`src/sv/pfde_pkg.sv`:
```
// Shared types and constants for the page framebuffer draw engine.
`default_nettype none
package pfde_pkg;
    localparam int PageRows   = 8;
    localparam int GlyphBits  = 40;

    typedef enum logic [3:0] {
        ACT_SET_PX   = 4'd0,
        ACT_CLR_PX   = 4'd1,
        ACT_GET_PX   = 4'd2,
        ACT_FILL     = 4'd3,
        ACT_CLR_RECT = 4'd4,
        ACT_INVERT   = 4'd5,
        ACT_OUTLINE  = 4'd6,
        ACT_GLYPH    = 4'd7,
        ACT_READ     = 4'd8
    } t_action;

    // Byte operation applied by the back end to one page byte.
    typedef enum logic [1:0] {
        OP_OR  = 2'd0,
        OP_AND = 2'd1,
        OP_XOR = 2'd2,
        OP_RD  = 2'd3
    } t_op;

    // One byte job: a single read-modify-write of one page byte.
    typedef struct packed {
        t_op        op;
        logic [4:0] page;
        logic [7:0] col;
        logic [7:0] mask;
        logic [2:0] sel;
        logic       ret;
        logic       last;
    } t_job;
endpackage
`default_nettype wire

```
`src/sv/pfde_front.sv`:
```
// Front end: walks each command into a sequence of page byte jobs.
`default_nettype none
module pfde_front #(
    parameter int DISPLAY_WIDTH = 128,
    parameter int DISPLAY_PAGES = 8,
    parameter int GLYPH_COLUMNS = 5
) (
    input  wire logic          i_clk,
    input  wire logic          i_rst_n,
    input  wire logic          i_start,
    input  wire logic [3:0]    i_action,
    input  wire logic [7:0]    i_pos_x,
    input  wire logic [7:0]    i_pos_y,
    input  wire logic [7:0]    i_rect_width,
    input  wire logic [7:0]    i_rect_height,
    input  wire logic [39:0]   i_glyph_bits,
    input  wire logic          i_full,
    output logic               o_busy,
    output logic               o_push,
    output pfde_pkg::t_job     o_job
);
    import pfde_pkg::*;

    localparam int DispRows = DISPLAY_PAGES * PageRows;

    typedef enum logic [1:0] {S_IDLE, S_RECT, S_OUTL, S_GLYPH} t_state;

    t_state      r_state;
    logic [3:0]  r_act;
    logic [8:0]  r_x0, r_x1, r_y0, r_y1;   // inclusive clipped bounds
    logic [8:0]  r_col;
    logic [5:0]  r_pg;
    logic [8:0]  r_ox1, r_oy1;            // unclipped far edges of the outline
    logic [7:0]  r_y;
    logic [39:0] r_bits;
    logic [3:0]  r_gi;
    logic        r_hi;

    // Mask of rows lo..hi inside page pg, both as absolute display row numbers.
    function automatic logic [7:0] row_mask(input logic [8:0] lo, input logic [8:0] hi,
                                            input logic [5:0] pg);
        logic [7:0] m;
        logic [8:0] r;
        m = '0;
        for (int k = 0; k < 8; k++) begin
            r = {pg, 3'(k)};
            m[k] = (r >= lo) && (r <= hi);
        end
        return m;
    endfunction

    logic        push;
    t_job        job;
    logic [8:0]  xe, ye;
    logic        rect_ok;
    logic [7:0]  gb;
    logic [15:0] gsh;

    always_comb begin
        xe = 9'(i_pos_x) + 9'(i_rect_width) - 9'd1;
        ye = 9'(i_pos_y) + 9'(i_rect_height) - 9'd1;
        rect_ok = (i_rect_width != 0) && (i_rect_height != 0)
                  && (9'(i_pos_x) < 9'(DISPLAY_WIDTH)) && (9'(i_pos_y) < 9'(DispRows));
        gb  = r_bits[7:0];
        gsh = 16'(gb) << r_y[2:0];
        push = 1'b0;
        job  = '0;
        case (r_state)
            S_IDLE: begin
                if (i_start && !i_full) begin
                    push = 1'b1;
                    job.last = 1'b1;
                    job.col  = i_pos_x;
                    job.page = 5'(i_pos_y >> 3);
                    job.sel  = i_pos_y[2:0];
                    case (i_action)
                        ACT_SET_PX, ACT_CLR_PX, ACT_GET_PX: begin
                            if (i_pos_x < 8'(DISPLAY_WIDTH) && 9'(i_pos_y) < 9'(DispRows)) begin
                                job.mask = 8'd1 << i_pos_y[2:0];
                            end
                            job.op  = (i_action == ACT_SET_PX) ? OP_OR :
                                      (i_action == ACT_CLR_PX) ? OP_AND : OP_RD;
                            job.ret = (i_action == ACT_GET_PX);
                        end
                        ACT_READ: begin
                            job.op = OP_RD;
                            job.page = 5'(i_pos_y);
                            job.sel = 3'd0;
                            job.ret = 1'b1;
                            if (i_pos_x < 8'(DISPLAY_WIDTH) && i_pos_y < 8'(DISPLAY_PAGES)) begin
                                job.mask = 8'hFF;
                            end
                        end
                        ACT_FILL, ACT_CLR_RECT, ACT_INVERT, ACT_OUTLINE: begin
                            // An empty or off-display rectangle still gives its word.
                            job.op = OP_RD;
                            push = !rect_ok;
                        end
                        ACT_GLYPH: begin
                            job.op = OP_RD;
                            push = (9'(i_pos_x) >= 9'(DISPLAY_WIDTH));
                        end
                        default: job.op = OP_RD;
                    endcase
                end
            end
            S_RECT, S_OUTL: begin
                if (!i_full) begin
                    push = 1'b1;
                    job.col  = r_col[7:0];
                    job.page = r_pg[4:0];
                    job.op   = (r_act == ACT_CLR_RECT) ? OP_AND :
                               (r_act == ACT_INVERT) ? OP_XOR : OP_OR;
                    if (r_state == S_RECT || r_col == r_x0[8:0] || r_col == r_ox1) begin
                        job.mask = row_mask(r_y0, r_y1, r_pg);
                    end else begin
                        job.mask = row_mask(r_y0, r_y0, r_pg) | row_mask(r_oy1, r_oy1, r_pg);
                    end
                    job.last = (r_col == r_x1) && ({3'd0, r_pg} == (r_y1 >> 3));
                end
            end
            S_GLYPH: begin
                if (!i_full) begin
                    push = 1'b1;
                    job.op   = OP_OR;
                    job.col  = r_col[7:0];
                    job.page = 5'((r_y >> 3) + 8'(r_hi));
                    job.mask = r_hi ? gsh[15:8] : gsh[7:0];
                    if (9'(job.page) >= 9'(DISPLAY_PAGES) || (r_hi && r_y[7:3] == 5'd31)) begin
                        job.mask = '0;
                    end
                    job.last = (r_hi || r_y[2:0] == 0)
                               && ((r_gi == 4'(GLYPH_COLUMNS - 1))
                                   || (r_col == 9'(DISPLAY_WIDTH - 1)));
                end
            end
            default: ;
        endcase
    end

    always_ff @(posedge i_clk) begin
        if (!i_rst_n) begin
            r_state <= S_IDLE;
        end else begin
            case (r_state)
                S_IDLE: begin
                    if (i_start && !i_full) begin
                        r_act  <= i_action;
                        r_x0   <= 9'(i_pos_x);
                        r_y0   <= 9'(i_pos_y);
                        r_ox1  <= xe;
                        r_oy1  <= ye;
                        r_x1   <= (xe >= 9'(DISPLAY_WIDTH)) ? 9'(DISPLAY_WIDTH - 1) : xe;
                        r_y1   <= (ye >= 9'(DispRows)) ? 9'(DispRows - 1) : ye;
                        r_col  <= 9'(i_pos_x);
                        r_pg   <= 6'(i_pos_y >> 3);
                        r_y    <= i_pos_y;
                        r_bits <= i_glyph_bits;
                        r_gi   <= '0;
                        r_hi   <= 1'b0;
                        case (i_action)
                            ACT_FILL, ACT_CLR_RECT, ACT_INVERT:
                                r_state <= rect_ok ? S_RECT : S_IDLE;
                            ACT_OUTLINE:
                                r_state <= rect_ok ? S_OUTL : S_IDLE;
                            ACT_GLYPH:
                                r_state <= (9'(i_pos_x) < 9'(DISPLAY_WIDTH)) ? S_GLYPH : S_IDLE;
                            default: r_state <= S_IDLE;
                        endcase
                    end
                end
                S_RECT, S_OUTL: begin
                    if (push) begin
                        if (job.last) begin
                            r_state <= S_IDLE;
                        end else if ({3'd0, r_pg} == (r_y1 >> 3)) begin
                            r_pg  <= 6'(r_y0 >> 3);
                            r_col <= r_col + 9'd1;
                        end else begin
                            r_pg <= r_pg + 6'd1;
                        end
                    end
                end
                S_GLYPH: begin
                    if (push) begin
                        if (job.last) begin
                            r_state <= S_IDLE;
                        end else if (r_hi || r_y[2:0] == 0) begin
                            r_hi   <= 1'b0;
                            r_col  <= r_col + 9'd1;
                            r_gi   <= r_gi + 4'd1;
                            r_bits <= {8'd0, r_bits[39:8]};
                        end else begin
                            r_hi <= 1'b1;
                        end
                    end
                end
                default: r_state <= S_IDLE;
            endcase
        end
    end

    assign o_busy = (r_state != S_IDLE) || i_full;
    assign o_push = push;
    assign o_job  = job;
endmodule
`default_nettype wire

```
`config.mk`:
```
export PLATFORM = sky130hd
export DESIGN_NAME = pfde_front
export DESIGN_NICKNAME = d
export VERILOG_FILES = /design/src/sv/pfde_pkg.sv /design/src/sv/pfde_front.sv
export SDC_FILE = /design/constraint.sdc
export NUM_CORES = 1
export LEC_CHECK = 0
export BUFFER_PORTS_ARGS = -buffer_cell sky130_fd_sc_hd__buf_2
export CAP_MARGIN = 20
export CORE_ASPECT_RATIO = 1.2
export CORE_MARGIN = 4
export CORE_UTILIZATION = 53
export DETAILED_ROUTE_END_ITERATION = 8
export PLACE_DENSITY = 0.75
export SLEW_MARGIN = 10
export SYNTH_ARGS = -nofsm -noshare
export SYNTH_HDL_FRONTEND = slang
export SYNTH_SLANG_ARGS = --single-unit
```
`constraint.sdc`:
```
create_clock -name i_clk -period 4.25 [get_ports i_clk]
set_input_delay 0 -clock i_clk [delete_from_list [all_inputs] [get_ports i_clk]]
set_output_delay 0 -clock i_clk [all_outputs]
set_load 0.05 [all_outputs]
```
# Word level (Yosys, flattened, before mapping)
# Cells that the tools add are included.
[classes]
add_sub_neg = 8
order_cmp = 48
n_eq_ne = 29
shifts = 2
n_mux = 62
bitwise_logic = 1
n_reduce_logical = 60
[op_table]
columns = ["cell", "count"]
rows = [
  ["$mux W40", 4],
  ["$le A9 B9 Y1", 16],
  ["$pmux W40 S2", 1],
  ["$ge A9 B8 Y1", 8],
  ["$ge A9 B9 Y1", 8],
  ["$le A9 B8 Y1", 8],
  ["$pmux W23 S3", 1],
  ["$mux W9", 7],
  ["$mux W8", 5],
  ["$logic_and A1 B1 Y1", 33],
  ["$eq A4 B3 Y1 const B", 7],
  ["$mux W28", 1],
  ["$pmux W9 S3", 1],
  ["$mux W6", 4],
  ["$mux W23", 1],
  ["$mux W21", 1],
  ["$mux W2", 10],
  ["$mux W4", 5],
  ["$add A8 B8 Y9", 2],
  ["$eq A9 B9 Y1", 2],
  ["$sub A9 B1 Y9 const B", 2],
  ["$lt A8 B8 Y1 const B", 2],
  ["$pmux W8 S2", 1],
  ["$reduce_bool A8 Y1", 2],
  ["other kinds (46)", 78],
]
[totals]
register_bits = 118
wordCells = 223

# Longest topological paths before layout
# Gate-level depths: netlist of the first run.
[depth]
word_depth = 10
ltp_mapped = 13

# Worst setup path before layout of the first run
# Ideal clock, no wire load.
[synth_timing]
kind = "register -> register"
startpoint = "reg r_state[0]"
endpoint = "reg r_bits[0] (enable)"
setup_ns = 0.460
t_arrival_ns = 3.895
required_time_ns = 3.790
setup_slack_ns = -0.105
path_stages_with_launch = 8
synth_period_minus_slack_ns = 4.355
cell_sequence = "dfxtp_1 inv_1 ha_1 nand2b_1 nor2_4 nor3_4 o2111ai_1 a21oi_1"
[synth_via]
elab_chain_cells = 5
[synth_lines]
columns = ["item", "line", "source"]
rows = [
  ["from (decl)", "pfde_front.sv:28", "t_state r_state;"],
  ["from (signal assigned)", "pfde_front.sv:163", "r_state <= rect_ok ? S_RECT : S_IDLE;"],
  ["from (signal assigned)", "pfde_front.sv:165", "r_state <= rect_ok ? S_OUTL : S_IDLE;"],
  ["from (signal assigned)", "pfde_front.sv:167", "r_state <= (9'(i_pos_x) < 9'(DISPLAY_WIDTH)) ? S_GLYPH : S_IDLE;"],
  ["$eq A2 B1 Y1, or another cell as far along", "pfde_front.sv:68", "case (r_state)"],
  ["$reduce_or A3 Y1 (no source line) or $reduce_or A2 Y1 (tied branches)", "--", ""],
  ["$pmux W1 S2 or $pmux W1 S3 (tied branches)", "pfde_front.sv:68", ""],
  ["$ne A2 B2 Y1 (no source line)", "--", ""],
  ["$reduce_and A6 Y1 (no source line) *", "--", ""],
  ["to (signal assigned)", "pfde_front.sv:158", "r_bits <= i_glyph_bits;"],
  ["to (signal assigned)", "pfde_front.sv:192", "r_bits <= {8'd0, r_bits[39:8]};"],
  ["to (decl)", "pfde_front.sv:35", "logic [39:0] r_bits;"],
]
# Every way passes the cells marked *; elsewhere a longest branch is shown, timed or not.
# A chain may end at the register's enable or synchronous reset.

==> summary by stage, run 1 <==
Final layout
Once layout is done, the placed cells without fillers occupy between 10000 and 15000 um^2. In the layout the commonest cells are sky130_fd_sc_hd__edfxtp_1 (116), sky130_fd_sc_hd__buf_2 (109), sky130_fd_sc_hd__inv_1 (97). 0 antenna diodes ended up in the layout. The number of nets in the layout is between 1000 and 1500. For this run, the number of standard cells in the final layout without fillers is 1187.

Once layout is complete, the utilization of the core stands at 0.6697. The post-synthesis to final-layout area growth is 23.05%. Leaving out fill and tap cells, the most frequent cell in the layout is sky130_fd_sc_hd__edfxtp_1. Of the cells placed in the final design, the portion with a size suffix greater than 1 is 0.2167.

Setup path
The startpoint identified for the worst register-to-register timing path is r_y[0]$_DFFE_PP_. At the worst endpoint, the required time is around 4300 ps. The count of cells along the worst register-to-register path is 7. The maximum fanout encountered on the critical timing path is 8. Walking the worst path, the cells encountered are ha_1 -> nand4b_1 -> nor3b_2 -> a32oi_1 -> mux2_1 -> o221ai_1 -> buf_2.

The critical-path cell with the highest stage delay is sky130_fd_sc_hd__nor3b_2. The delay of the slowest critical-path stage is 570 ps. The worst setup path is captured at an output port.

The critical path in this run is classified as register to output port. The sort of element at the start of the critical path is a register. The launching element of the worst setup path is r_pg[3]$_DFFE_PP_. STA puts the critical path data arrival time at 3260 ps.

Global routing
The first global-routing pass estimated 33710 um of wire. The number of antenna violations at the first check in global routing is 1. The total global routing overflow is 0. The overall routing resource usage is 0.2502. The via count of the first global-routing pass is 6665. The largest net degree at the start of global routing is just under 60.

Flow run
The max capacitance violation total is 0.

Clock tree
The number of setup buffers added after CTS is 0. The clock latency of the later-clocked register in the worst-skew pair is about 420 ps. TritonCTS built the clock tree. The number of buffers created by CTS is 17.

The clock drives 118 sinks. The longest clock path from root to sink contains 2 buffers. The number of gates resized after cts is 0.

In this run the number of H-tree levels came out at 4. The cell chosen for the clock root is sky130_fd_sc_hd__clkbuf_16. Hold repair after CTS inserted slightly above 60 buffers.

After clock tree synthesis, the clock-pin slew on the worst setup and hold paths is roughly 60 ps.

Detailed routing
After detailed routing, the average wire length per cell comes to around 18 um. The via count is 6728. The ratio of routed vias to standard cells is between 5 and 6. In the routed design, unresolved DRC markers number 0. The count of nets left with antenna violations once routing finished came out at 0. The routed design has ~22000 um of wire. The first routing iteration left between 500 and 600 violations. Before antenna repair, the detailed router went through 5 iterations.

Worst hold path
Along the worst hold path, the cell count comes to 4. In this run the most critical hold path is launched from i_rect_width[0]. The tightest min-delay check is of the input pin to register type.

Place
The number of cells after detailed placement is roughly 1100. Buffers placed on the I/O ports in this run total 109. The pre-CTS setup slack is 1223 ps. Once placement finished, the instance area stood at between 8000 and 9000 um^2.

At the end of routability-driven placement, the weighted congestion stood at about 0.94. The HPWL after detailed placement is 15170 um.

Yosys
Synthesis inferred around 120 register bits. The mean instance size in the synthesized netlist is 10.24 um^2. The cell area after technology mapping is roughly 8200 um^2.

The most used flip-flop cell after synthesis is sky130_fd_sc_hd__edfxtp_1. The count of cell types in the netlist is 80. Counting flops with an async set or reset pin after synthesis yields a share of 0. The number of enable flip-flop cells after synthesis is approximately 120. During synthesis, Yosys emitted a total of 0 warnings.

Of the synthesized area, sequential elements account for 0.4275. The post-synthesis instance total is ~800.

Pwr
The worst vdd rail ir drop is 0.2419 mV. In this run the power density over the cells is 333.2 nW/um^2. The static power due to leakage is around 4.1 nW.

Floorplanning
The die outline width is 121.8 um. The floorplan has roughly 50 rows. The die covers 17620 um^2. Pin placement for this block handled 110 I/O pins. The area of the core is 15140 um^2. The floorplan step set the die height to between 100 and 150 um. The starting density of the core is 0.5442.

Timing
The aggregate negative setup slack is 0 ps. Between clock sinks in the finished design, the worst skew comes to between 10 and 15 ps. The transition time at the pin with the least slew margin is 796.7 ps. Setup repair after global routing left no endpoint under its margin.

The period utilization is 0.7675. The final-report hold violation count is 0. Timing would allow up to 306.6 MHz. Setup violations remaining at the end of the flow were counted as 0. The number of max-slew violations in the final report is 0.

The worst path setup slack after routing is 988.1 ps. Counting I/O delays and the setup requirement, the final critical path takes around 3300 ps. In this run the tightest slew margin relative to its limit is 0.4688.

Run status
The run finished with clean final reports.
## per-layer routing
| layer | track usage | wire length (um) |
|---|---|---|
| met1 | 0.2938 | 8420 |
| met2 | 0.4409 | 11090 |
| met3 | 0.04460 | 1183 |
| met4 | 0.1245 | 827 |
| met5 | 0 | 13 |
## path summary, 6_finish.rpt
check,end,slack [ps]
worst max-delay path,o_job[8],990
worst min-delay path,r_ox1[0]$_DFFE_PP_,100
worst max register to register,r_bits[31]$_DFFE_PP_,1210
worst min register to register,r_state[1]$_SDFFE_PN0P_,480
## cells in the mapped netlist (4+ instances only)
cell type	count	area [um^2]
sky130_fd_sc_hd__xor2_1	34	297.8
sky130_fd_sc_hd__a221oi_1	4	35.03
sky130_fd_sc_hd__nor2_1	37	138.9
sky130_fd_sc_hd__buf_4	4	30.03
sky130_fd_sc_hd__a21oi_1	41	205.2
sky130_fd_sc_hd__xnor2_1	23	201.4
sky130_fd_sc_hd__o211ai_1	7	52.55
sky130_fd_sc_hd__nor4_1	11	68.82
sky130_fd_sc_hd__buf_2	5	25.02
sky130_fd_sc_hd__o22ai_1	12	75.07
sky130_fd_sc_hd__nand3_1	21	105.1
sky130_fd_sc_hd__edfxtp_1	116	3483
sky130_fd_sc_hd__o21ai_1	11	55.05
sky130_fd_sc_hd__o2111ai_1	5	43.79
sky130_fd_sc_hd__inv_1	97	364.1
sky130_fd_sc_hd__mux2i_1	9	90.09
sky130_fd_sc_hd__mux2_2	36	405.4
sky130_fd_sc_hd__mux4_2	4	90.09
sky130_fd_sc_hd__a21o_1	4	30.03
sky130_fd_sc_hd__nand2b_1	17	106.4
sky130_fd_sc_hd__o21ai_0	22	110.1
sky130_fd_sc_hd__and2_1	7	43.79
sky130_fd_sc_hd__nor2b_1	18	112.6
sky130_fd_sc_hd__ha_1	58	725.7
sky130_fd_sc_hd__a22oi_1	7	52.55
sky130_fd_sc_hd__nand2_1	55	206.5
sky130_fd_sc_hd__clkbuf_1	20	75.07
sky130_fd_sc_hd__nor3_1	21	105.1
sky130_fd_sc_hd__buf_6	6	67.56
sky130_fd_sc_hd__a211oi_1	5	37.54
sky130_fd_sc_hd__nand4_1	7	43.79
## through the flow
step                      hold WS (ps)  total power, mW
after floorplan                  98.87            1.754
after global placement           207.9            1.896
after detailed placement         213.8            1.906
after CTS                        104.5            3.385
after global routing             101.9            3.510
final                            102.5            3.379
## critical path: cells and delay by family, from the launching register on
kind                     cells  cell delay [ps]
flip-flops                   1              500
AO/OA/AOI/OAI                2              450
buffers and inverters        1              300
AND/OR/NAND/NOR              2              860
multiplexers                 1              350
adder cells (fa/ha/maj)      1              370
## final cells by class
class                           instances  area [um^2]
Tap cell                              204        255.2
Timing Repair Buffer                  180         1231
Multi-Input combinational cell        554         4168
Clock buffer                           17        425.4
Fill cell                            1175         5002
Inverter                               99        371.6
Clock inverter                         15        166.4
Sequential cell                       118         3523
## report_power, final
| part | internal [mW] | total, mW | switching [mW] |
|---|---|---|---|
| combinational | 0.243 | 0.556 | 0.313 |
| clock | 0.875 | 1.45 | 0.570 |
| sequential | 1.34 | 1.38 | 0.0336 |
## state kept, by name, summed over array words and instances, names as in the netlist
signal / count
r_act: 4
r_bits: 40
r_col: 9
r_gi: 4
r_hi: 1
r_ox1: 9
r_oy1: 9
r_pg: 6
r_state: 2
r_x0: 8
r_x1: 9
r_y: 8
r_y1: 9
## cells by family after synthesis
kind of cell	count (synthesis)	share of synthesized area
AND/OR/NAND/NOR	225	0.1486
XOR/XNOR	57	0.06057
other	1	0.0004550
AO/OA/AOI/OAI	156	0.1257
adder cells (fa/ha/maj)	60	0.09291
flip-flops	118	0.4275
multiplexers	51	0.07378
buffers and inverters	137	0.07044
Power figures use the tool's default switching activity.
==> run 2: changes to the inputs <==
Clock period 4.25 ns to 2.7 ns, I/O delays scaled along.
==> summary by stage, run 2 (synthesis gave the netlist of run 1 again) <==
Clock tree
TritonCTS built the clock tree. The cell sitting at the root of the clock tree is a sky130_fd_sc_hd__clkbuf_16. The number of buffers between clock root and the deepest sink was 2 (unchanged). The clock sink total is 118 (unchanged). The number of buffers created by CTS is 17 (unchanged). The count of H-tree levels built during CTS came to 4 (unchanged). The CTS clock-pin slew for the worst setup and hold paths is 60 ps (about the same). The clock latency of the later-clocked register in the worst-skew pair is 420 ps (about the same).

Setup path
The worst setup path is captured at an output port. The flop-to-flop setup slack is 220 ps (-990 ps). The data required time of the worst path was 2700 ps (-1550 ps). The data arrival time of the worst path is 2720 ps (-540 ps). STA classifies the critical path startpoint as a register. The maximum fanout encountered on the critical timing path is 3 (-5). The type of the worst setup path is register to output port.

Place
The placed cell area came to 9265 um^2 (+3.7%). The placed wire-length estimate after detailed placement is 15650 um (+3.2%). The number of buffers added on ports is 109 (unchanged).

The placer's final routability congestion estimate is 0.9899 (+5.2%). The pre-CTS setup slack is 48.57 ps (-1174 ps).

Final layout
The share of layout cells above drive strength 1 is 0.2939 (+0.07721). The utilization after layout came to 0.7159 (+0.04619). Leaving out fill and tap cells, the most frequent cell in the layout is sky130_fd_sc_hd__edfxtp_1. The final non-filler cell area is 10840 um^2 (+6.9%).

r_bits holds more flip-flops than any other register. The number of nets in the layout is 1159 (+4.4%). The flip-flop count of the largest register, all copies and words added is 40 (unchanged).

Leaving out fill and tap cells, the most frequent cells in the layout are sky130_fd_sc_hd__edfxtp_1 (116), sky130_fd_sc_hd__buf_2 (99), sky130_fd_sc_hd__inv_1 (95). The number of diodes is 0 (unchanged). The post-synthesis to final-layout area growth is 31.53%.

Timing
For this run, the top clock speed supported by timing is about 370 MHz. The worst-case hold slack is 60.05 ps (-42.45 ps). Setup repair after global routing could not meet its margin everywhere.

The aggregate negative setup slack is -22.00 ps (-22.00 ps). The period utilization is 1.008. The final number of setup-violating endpoints was 1 (+1). The worst path setup slack after routing came to -22.00 ps (-1010 ps). The final-report hold violation count is 0 (unchanged). The remaining max-slew budget at the tightest pin is 0.6043 (+0.1355). The transition time at the pin with the least slew margin was 584.3 ps (-212.4 ps).

The worst clock skew is 13.36 ps (+1.664 ps). The number of max-slew violations in the final report was 0 (unchanged). Counting I/O delays and the setup requirement, the final critical path takes 2722 ps.

Pwr
The power density relative to cell area is 477.7 nW/um^2 (+43%). The static power due to leakage is 4.403 nW (+6.7%). The worst vdd rail ir drop came to 0.5683 mV (+130%).

Run status
The run finished, with violations left. The final reports fail on setup timing.

Floorplanning
The I/O pin count came to 110 (unchanged). The starting density of the core came to 0.5442 (unchanged). The floorplan die area is 17620 um^2 (unchanged). The die outline width is 121.8 um (unchanged). The floorplan die height is 144.6 um (unchanged). The area of the core was 15140 um^2 (unchanged). The count of standard-cell rows came to 49 (unchanged).

Global routing
The total global routing overflow is 0 (unchanged). The overall routing resource usage came to 0.2586 (+0.008381). The number of antenna violations at the first check in global routing is 0 (-1).

The largest net degree at the start of global routing was 45 (-22%). The global-route wire length before repair is 34940 um (+3.7%). The via count of the first global-routing pass is 6885 (+3.3%).

Flow run
The max capacitance violation total is 0 (unchanged).

Detailed routing
The ratio of routed vias to standard cells is 5.573 (-1.7%). The number of DRC markers after the initial detailed-route iteration is 441 (-18%). The number of search-and-repair iterations in the first detailed-routing pass is 5 (unchanged). The detailed-route wire length per cell is 18.25 um (+0.59%).

The count of nets left with antenna violations after detail routing is 0 (unchanged). The remaining design rule violation count is 0 (unchanged). The via count is 6883 (+2.3%). The total length of routed wires is 22540 um (+4.7%).

Worst hold path
The type of the worst min-delay path is input pin to register.
run 2: cell count changes in the layout (fill, tap and decap cells not counted), moves of 4 or more:
cell                       delta
sky130_fd_sc_hd__clkinv_2     +4
sky130_fd_sc_hd__a221oi_2     +4
sky130_fd_sc_hd__buf_6       +11
sky130_fd_sc_hd__ha_1         -9
sky130_fd_sc_hd__buf_2       -10
sky130_fd_sc_hd__inv_6        -7
sky130_fd_sc_hd__nor3_2       +4
sky130_fd_sc_hd__buf_4       +44
sky130_fd_sc_hd__nor3_1       -5
sky130_fd_sc_hd__a221oi_1     -4
sky130_fd_sc_hd__ha_4         +7
run 2: where the power goes:
part           internal, mW  switching, mW
clock                  1.24          0.793
sequential             2.12         0.0466
combinational         0.450          0.535
run 2: area by class of cell:
cell class | count | area (um^2)
clock buffer | 19 | 432.9
clock inverter | 12 | 88.84
fill | 1082 | 4303
inverter | 99 | 371.6
multi-input combinational | 554 | 4463
sequential | 118 | 3523
tap | 204 | 255.2
timing repair buffer | 229 | 1705
run 2: what timing repair did:
action,in CTS,in global routing
setup buffers,10,12
setup endpoints to repair,8,20
hold buffers,61,0
resized for setup,21,42
pin swaps,4,20
hold endpoints to repair,70,0
run 2: critical path: stages, from the launching register on:
cell	delay, ps
sky130_fd_sc_hd__edfxtp_1	510
sky130_fd_sc_hd__ha_4	330
sky130_fd_sc_hd__nand4b_1	210
sky130_fd_sc_hd__nor3b_2	280
sky130_fd_sc_hd__buf_4	160
sky130_fd_sc_hd__o221ai_1	100
sky130_fd_sc_hd__mux2_4	290
sky130_fd_sc_hd__o221ai_4	220
sky130_fd_sc_hd__buf_6	190
run 2: final timing paths:
| path | from | to | cells after the start |
|---|---|---|---|
| setup / recovery | r_pg[3]$_DFFE_PP_ | o_job[8] | 8 |
| hold / removal | i_pos_y[1] | r_y[1]$_DFFE_PP_ | 2 |
| setup reg to reg | r_pg[1]$_DFFE_PP_ | r_bits[10]$_DFFE_PP_ | 8 |
| hold reg to reg | r_state[1]$_SDFFE_PN0P_ | r_state[1]$_SDFFE_PN0P_ | 2 |
run 2: per-layer routing:
| layer | track usage | part of all wire | wire length [um] | vias up |
|---|---|---|---|---|
| met5 | 0 | 0 | 0 | - |
| met4 | 0.1133 | 0.030 | 665 | 0 |
| met3 | 0.05125 | 0.058 | 1302 | 50 |
| met2 | 0.4293 | 0.50 | 11210 | 226 |
| met1 | 0.3297 | 0.42 | 9366 | 3286 |
| li1 | - | - | - | 3321 |
run 2: through the flow:
step	cells	total power [mW]
2_1_floorplan	809	2.769
3_3_place_gp	1122	3.020
3_5_place_dp	1122	3.041
4_1_cts	1224	5.118
5_1_grt	1235	5.375
6_report	1235	5.178
